===== config.mk =====
export PLATFORM = sky130hd
export DESIGN_NAME = pip_edge_unit
export DESIGN_NICKNAME = d
export VERILOG_FILES = /design/src/hw/rtl/pip_pkg.sv /design/src/hw/rtl/pip_edge_unit.sv
export SDC_FILE = /design/constraint.sdc
export NUM_CORES = 2
export LEC_CHECK = 0
export ABC_AREA = 1
export BUFFER_PORTS_ARGS = -buffer_cell sky130_fd_sc_hd__buf_2
export CAP_MARGIN = 10
export CORE_MARGIN = 3
export CORE_UTILIZATION = 66
export CTS_CLUSTER_SIZE = 28
export DETAILED_ROUTE_END_ITERATION = 16
export PLACE_DENSITY_LB_ADDON = 0.1
export SLEW_MARGIN = 20
export SYNTH_ARGS = -nofsm -noshare
export SYNTH_HDL_FRONTEND = slang
export SYNTH_SLANG_ARGS = --single-unit

===== constraint.sdc =====
create_clock -name clk -period 9.7 [get_ports clk]
set_clock_uncertainty 0.05 [all_clocks]
set_input_delay 0.485 -clock clk [delete_from_list [all_inputs] [get_ports clk]]
set_output_delay 0.485 -clock clk [all_outputs]
set_load 0.1 [all_outputs]

===== src/hw/rtl/pip_pkg.sv =====
// ----------------------------------------------------------------------------
// pip_pkg
// Shared types, codes and helpers for the point-in-polygon test block.
// ----------------------------------------------------------------------------
`timescale 1ns / 1ps
`default_nettype none

package pip_pkg;

    localparam int COORD_BITS       = 32;
    localparam int DIFF_BITS        = COORD_BITS + 1;
    localparam int MAX_VERTICES_DEF = 256;

    // Operation codes
    localparam logic [1:0] OP_ADD   = 2'd0;
    localparam logic [1:0] OP_CLOSE = 2'd1;
    localparam logic [1:0] OP_QUERY = 2'd2;

    // Status codes
    localparam logic [1:0] ST_OK    = 2'd0;
    localparam logic [1:0] ST_FULL  = 2'd1;
    localparam logic [1:0] ST_EMPTY = 2'd2;

    typedef logic signed [COORD_BITS-1:0]  coord_t;
    typedef logic signed [DIFF_BITS-1:0]   diff_t;
    typedef logic signed [2*DIFF_BITS-1:0] prod_t;

    typedef struct packed {
        logic [1:0] op;
        coord_t     coord_x;
        coord_t     coord_y;
    } cmd_t;

    typedef struct packed {
        logic       is_inside;
        logic [1:0] status;
    } result_t;

    // Control from the sequencer to the edge datapath
    typedef struct packed {
        logic load_point;
        logic load_seed;
        logic diff;
        logic mul_a;
        logic mul_b;
        logic tally;
    } edge_ctrl_t;

    function automatic diff_t widen(coord_t c);
        return diff_t'({c[COORD_BITS-1], c});
    endfunction

endpackage

`default_nettype wire


===== src/hw/rtl/pip_edge_unit.sv =====
// ----------------------------------------------------------------------------
// pip_edge_unit
// Edge crossing datapath: differences, one shared signed multiplier and the
// exact product compare that toggles the crossing parity.
// ----------------------------------------------------------------------------
`timescale 1ns / 1ps
`default_nettype none

module pip_edge_unit
    import pip_pkg::*;
(
    input  wire logic       clk,
    input  wire logic       rst_n,
    input  wire edge_ctrl_t ctrl,
    input  wire coord_t     point_x,
    input  wire coord_t     point_y,
    input  wire coord_t     vert_x,
    input  wire coord_t     vert_y,
    output logic            parity
);

    coord_t px_reg;
    coord_t py_reg;
    coord_t xj_reg;
    coord_t yj_reg;
    diff_t  lhs_reg;
    diff_t  d_reg;
    diff_t  dx_reg;
    diff_t  ry_reg;
    logic   dpos_reg;
    prod_t  pa_reg;
    prod_t  pb_reg;
    logic   cross_reg;
    logic   parity_reg;

    diff_t  lhs_next;
    diff_t  d_next;
    diff_t  dx_next;
    diff_t  ry_next;
    logic   cross_next;
    logic   dpos_next;
    diff_t  mul_lhs;
    diff_t  mul_rhs;
    prod_t  product;
    logic   hit;

    always_comb
    begin
        lhs_next   = widen(px_reg) - widen(vert_x);
        d_next     = widen(yj_reg) - widen(vert_y);
        dx_next    = widen(xj_reg) - widen(vert_x);
        ry_next    = widen(py_reg) - widen(vert_y);
        cross_next = (vert_y > py_reg) != (yj_reg > py_reg);
        dpos_next  = yj_reg > vert_y;
    end

    // Shared multiplier: first pass lhs*d, second pass dx*(y - yi)
    always_comb
    begin
        mul_lhs = ctrl.mul_a ? lhs_reg : dx_reg;
        mul_rhs = ctrl.mul_a ? d_reg : ry_reg;
        product = mul_lhs * mul_rhs;
    end

    assign hit = dpos_reg ? (pa_reg < pb_reg) : (pb_reg < pa_reg);

    always_ff @(posedge clk)
    begin
        if (ctrl.load_point)
        begin
            px_reg <= point_x;
            py_reg <= point_y;
        end
        if (ctrl.load_seed)
        begin
            xj_reg <= vert_x;
            yj_reg <= vert_y;
        end
        if (ctrl.diff)
        begin
            lhs_reg  <= lhs_next;
            d_reg    <= d_next;
            dx_reg   <= dx_next;
            ry_reg   <= ry_next;
            dpos_reg <= dpos_next;
            xj_reg   <= vert_x;
            yj_reg   <= vert_y;
        end
        if (ctrl.mul_a)
        begin
            pa_reg <= product;
        end
        if (ctrl.mul_b)
        begin
            pb_reg <= product;
        end
    end

    // Tally reads the previous edge's flags while a new edge loads them
    always_ff @(posedge clk or negedge rst_n)
    begin
        if (!rst_n)
        begin
            cross_reg  <= 1'b0;
            parity_reg <= 1'b0;
        end
        else
        begin
            if (ctrl.load_seed)
            begin
                cross_reg <= 1'b0;
            end
            else if (ctrl.diff)
            begin
                cross_reg <= cross_next;
            end
            if (ctrl.load_point)
            begin
                parity_reg <= 1'b0;
            end
            else if (ctrl.tally && cross_reg && hit)
            begin
                parity_reg <= ~parity_reg;
            end
        end
    end

    assign parity = parity_reg;

endmodule

`default_nettype wire


Yosys cells after proc, flatten, opt, wreduce, memory -nomap -nowiden
Index checks and enable logic that the tools add are counted.
W data, S select, Z words.
Storage, ports and cells
  register bits: 395
  output and inout bits: 1
  logic and storage cells: 40
Operators by class
  $add $sub $neg: 4
  $mul: 1
  $lt $le $gt $ge: 5
  equality and inequality tests: 1
  muxes and demuxes: 11
  bitwise operators: 1
  reduce and logical (&&, ||, !) cells: 4
Operator list (count)
  $lt A66 B66 Y1: 2
  $sub A32 B32 Y33: 4
  $mux W32: 4
  $gt A32 B32 Y1: 3
  $mul A33 B33 Y66: 1
  $mux W33: 2
  $mux W1: 5
  $reduce_bool A2 Y1: 2
  $logic_and A1 B1 Y1: 2
  $ne A1 B1 Y1: 1
  $not A1 Y1: 1

Longest topological paths before layout
  word-level depth: 5
  mapped depth: 39

Worst setup path after synthesis
No wires, ideal clock.
  path type: input to register
  from: in ctrl[2] (netlist name)
  to: reg pa_reg[65], data pin
  library setup time: 0.269 ns
  arrival time: 8.129 ns
  data required time: 9.381 ns
  path slack: 1.252 ns
  cell stages on the path: 28
  cells stage by stage: buf_2 > buf_2 > buf_2 > o21ai_2 > buf_2 > nor2_1 > fa_1 > fa_1 > fa_1 > inv_1 > fa_1 > inv_1 > fa_1 > fa_1 > inv_1 > fa_1 > fa_1 > inv_1 > ha_1 > nand2_1 > nor2_1 > inv_1 > nor4_1 > nand2_1 > nor3_1 > nand2_1 > o211ai_1 > xor2_1
Between the ends
  longest elaborated chain between the ends: 2
Ends and longest elaborated chain
  from (decl): RTL line pip_edge_unit.sv:14  | input wire edge_ctrl_t ctrl,
  $mux W33, on equally long branches: RTL line pip_edge_unit.sv:60, pip_edge_unit.sv:61
  $mul A33 B33 Y66 (*): RTL line pip_edge_unit.sv:62  | product = mul_lhs * mul_rhs;
  via product[65]: RTL line pip_edge_unit.sv:44  | prod_t product;
  to (signal assigned): RTL line pip_edge_unit.sv:91  | pa_reg <= product;
  to (decl): RTL line pip_edge_unit.sv:31  | prod_t pa_reg;
Mark *: on every way through the listed nets, which the timed path passes. The rest lies on a longest branch.
A chain may end at the register's enable or synchronous reset.

Worst setup path after layout
  from: in ctrl[2] (netlist name)
  to: reg pa_reg[49], data pin
Same word-level chain as after synthesis.

==> reports/results.txt <==
Critical path peak fanout = 47
CTS tree = built
Library cell with the highest instance count after synthesis = sky130_fd_sc_hd__inv_1
Insertion delay of the later-clocked pin in the worst-skew pair = 0.67 ns
Kind of capture point of the worst setup path = register
Placeable core region = 0.09070 mm2
Total I/O pin count = 137
RSZ-0062 raised after global routing = no
Master of the slowest instance on the critical path = sky130_fd_sc_hd__clkinv_1
Net Count, Synth = 8388
Starting DRC count in detailed routing = 4166
Share of cells above drive strength 1 = 6.360%
Number of violations of the max-capacitance limit = 0
Maximum buffer depth of the clock tree = 3
Number of endpoints with negative hold slack in the final report = 0
Non-filler cells in the finished layout = 8128
Starting Density = 67.01%
Number of buffers created by CTS = 42
Final net count = 8650
Global placement routability congestion = 0.9923
Final period utilization = 89.24%
Commonest cells post-synth = sky130_fd_sc_hd__inv_1, sky130_fd_sc_hd__fa_1, sky130_fd_sc_hd__nand2_1, sky130_fd_sc_hd__nor2_1, sky130_fd_sc_hd__ha_1
Wire length of the first global-routing pass = 272600 um
Startpoint Class = input pin
Via count of the first global-routing pass = 48640
Antenna violations before repair = 6
# placed instances = 7925
Data required time of the critical path = 10.08 ns
Die extent in x = 309.5 um
Number of synthesis warnings = 0
Flip-flop and latch count after synthesis = 395
Top_reg_cell synth = sky130_fd_sc_hd__edfxtp_1
Layout fillers = 6815
Fraction of post-synthesis cell area in the top cell type by area = 37.85%
Peak Freq = 115.5 MHz
Post-route setup TNS = 0 ns
Hold crit path type = in -> reg
CTS H-tree depth = 2
Minimum clock period = 8.656 ns
Most frequent cell on the critical path = sky130_fd_sc_hd__fa_1
Cell Rows = 110
Number of gates given a new drive strength after cts = 0
Run status = completed
Wire length the detailed router placed on met1 = 66740 um
Pin slew with the least headroom to its limit = 1.176 ns
GRT Util Overall = 37.81%
Met3 WL = 22040 um
Aggregate global routing overflow = 0
Total Die Area = 0.09576 mm2
Synth area leaders = sky130_fd_sc_hd__fa_1, sky130_fd_sc_hd__edfxtp_1, sky130_fd_sc_hd__inv_1
Library cell used as clock root buffer = sky130_fd_sc_hd__clkbuf_16
Clock slew seen by the registers of the worst setup and hold paths = 0.06 ns
Final count of pins violating max slew = 0
Synthesized area per cell = 9.128 um2
Share of async-settable or async-resettable flops after synthesis = 0.5063%
Vias after detailed routing = 46130
Final Setup Violations = 0
Highest signal layer in the routed design = met5
Detailed-route wire length = 174700 um
Post-synthesis cell type count = 53
Routed length per placed instance = 21.49 um
Area of all sequential standard cells = 0.01185 mm2
Count of nets left with antenna violations after detail routing = 0
Largest net degree at the start of global routing = 74
Cells after synthesis = 6658
Die H = 309.5 um
First-pass iteration count of the detailed router = 6
Worst Path Arrival = 9.04 ns
Worst Setup Path Type = in -> reg
Number of enable flip-flop cells after synthesis = 393
Number of sinks on the clock net = 395
Layout-stage area growth over the synthesis result = 8.474%
Residual DRC count = 0
Port-buffer cells = 136
Post-synthesis cell area = 0.06078 mm2
Core occupancy in the finished layout = 72.69%
Max-slew headroom at the worst pin = 21.06%
Cell taking the most area after synthesis = sky130_fd_sc_hd__fa_1
Post-synthesis sequential area ratio = 19.50%
DR vias/cell = 5.675
CP peak stage delay = 0.67 ns
Area of the multi-input gates = 0.04208 mm2
Detailed Place HPWL = 144300 um
Sum of met2 wire segment lengths after detailed routing = 77360 um
final timing paths:
| check | startpoint | to | slack, ns | depth (start not counted) |
|---|---|---|---|---|
| setup / recovery | ctrl[2] | pa_reg[49]$_DFFE_PP_ | 1.04 | 30 |
| max in group asynchronous | rst_n | parity$_DFFE_PN0P_ | 9.37 | 2 |
| min in group asynchronous | rst_n | cross_reg$_DFFE_PN0P_ | 0.12 | 2 |
| setup reg to reg | ry_reg[26]$_DFFE_PP_ | pa_reg[62]$_DFFE_PP_ | 1.20 | 26 |
| hold reg to reg | parity$_DFFE_PN0P_ | parity$_DFFE_PN0P_ | 0.49 | 2 |
| hold / removal | vert_x[1] | xj_reg[1]$_DFFE_PP_ | 0.08 | 1 |
metrics by stage:
step / worst slack (ns) / cell area [um2] / hold slack, ns
after global routing: 0.6216 / 65920 / 0.07043
after detailed placement: 0.5668 / 63260 / 0.2241
after global placement: 0.6926 / 63260 / 0.2199
final: 1.044 / 65930 / 0.07508
after floorplan: 1.252 / 60780 / 0.1394
after CTS: 1.253 / 65920 / 0.03527
routing by layer:
layer  vias up  global-route usage (%)
met2      2502                   59.20
met4         8                   15.79
met5         -                       0
met1     22620                   49.19
li1      20550                       -
met3       450                   12.09
logic make-up after synthesis:
family                   count (synthesis)  share of synthesized area, %
AND/OR/NAND/NOR                       2018                         13.06
buffers and inverters                 1829                         11.37
XOR/XNOR                               195                         2.810
adder cells (fa/ha/maj)               1594                         47.01
AO/OA/AOI/OAI                          627                         6.244
flip-flops                             395                         19.50
worst max-delay path, delay by kind of cell:
family | cells | cell delay, ns
AOI/OAI and AO/OA | 3 | 0.44
xor gates and xnor gates | 1 | 0.29
buffers and inverters | 9 | 1.94
and+or+nand+nor | 8 | 1.44
adders and majority gates | 9 | 4.40
placed cells by master, fill, tap and decap left out, drive strengths merged, types with 48 or more instances in the layout:
cell / netlist / final
clkbuf: 133 / 48
edfxtp: 393 / 393
nor2: 820 / 820
buf: 34 / 257
ha: 445 / 445
o21ai: 221 / 221
fa: 1149 / 1149
inv: 1640 / 1644
nand3: 82 / 82
nand2: 1033 / 1033
dlygate4sd3: 0 / 127
a21oi: 265 / 265
xnor2: 67 / 67
xor2: 128 / 128
area by class of cell:
cell class | count | area share (%)
multi-input cells | 4434 | 63.82
well taps | 1176 | 2.232
diodes | 2 | 0.007592
clock buffers | 47 | 1.623
inverters | 1662 | 9.463
flip-flops and latches | 395 | 17.98
repair buffers | 385 | 4.392
clock inverters | 27 | 0.4840
what timing repair did:
action	4_1_cts	5_1_grt
hold buffers	127	0
endpoints found under the hold margin	128	0
setup buffers	0	0
Power is not shown: default switching activity piles up to over one toggle a cycle in this logic, so the estimate is an artifact.
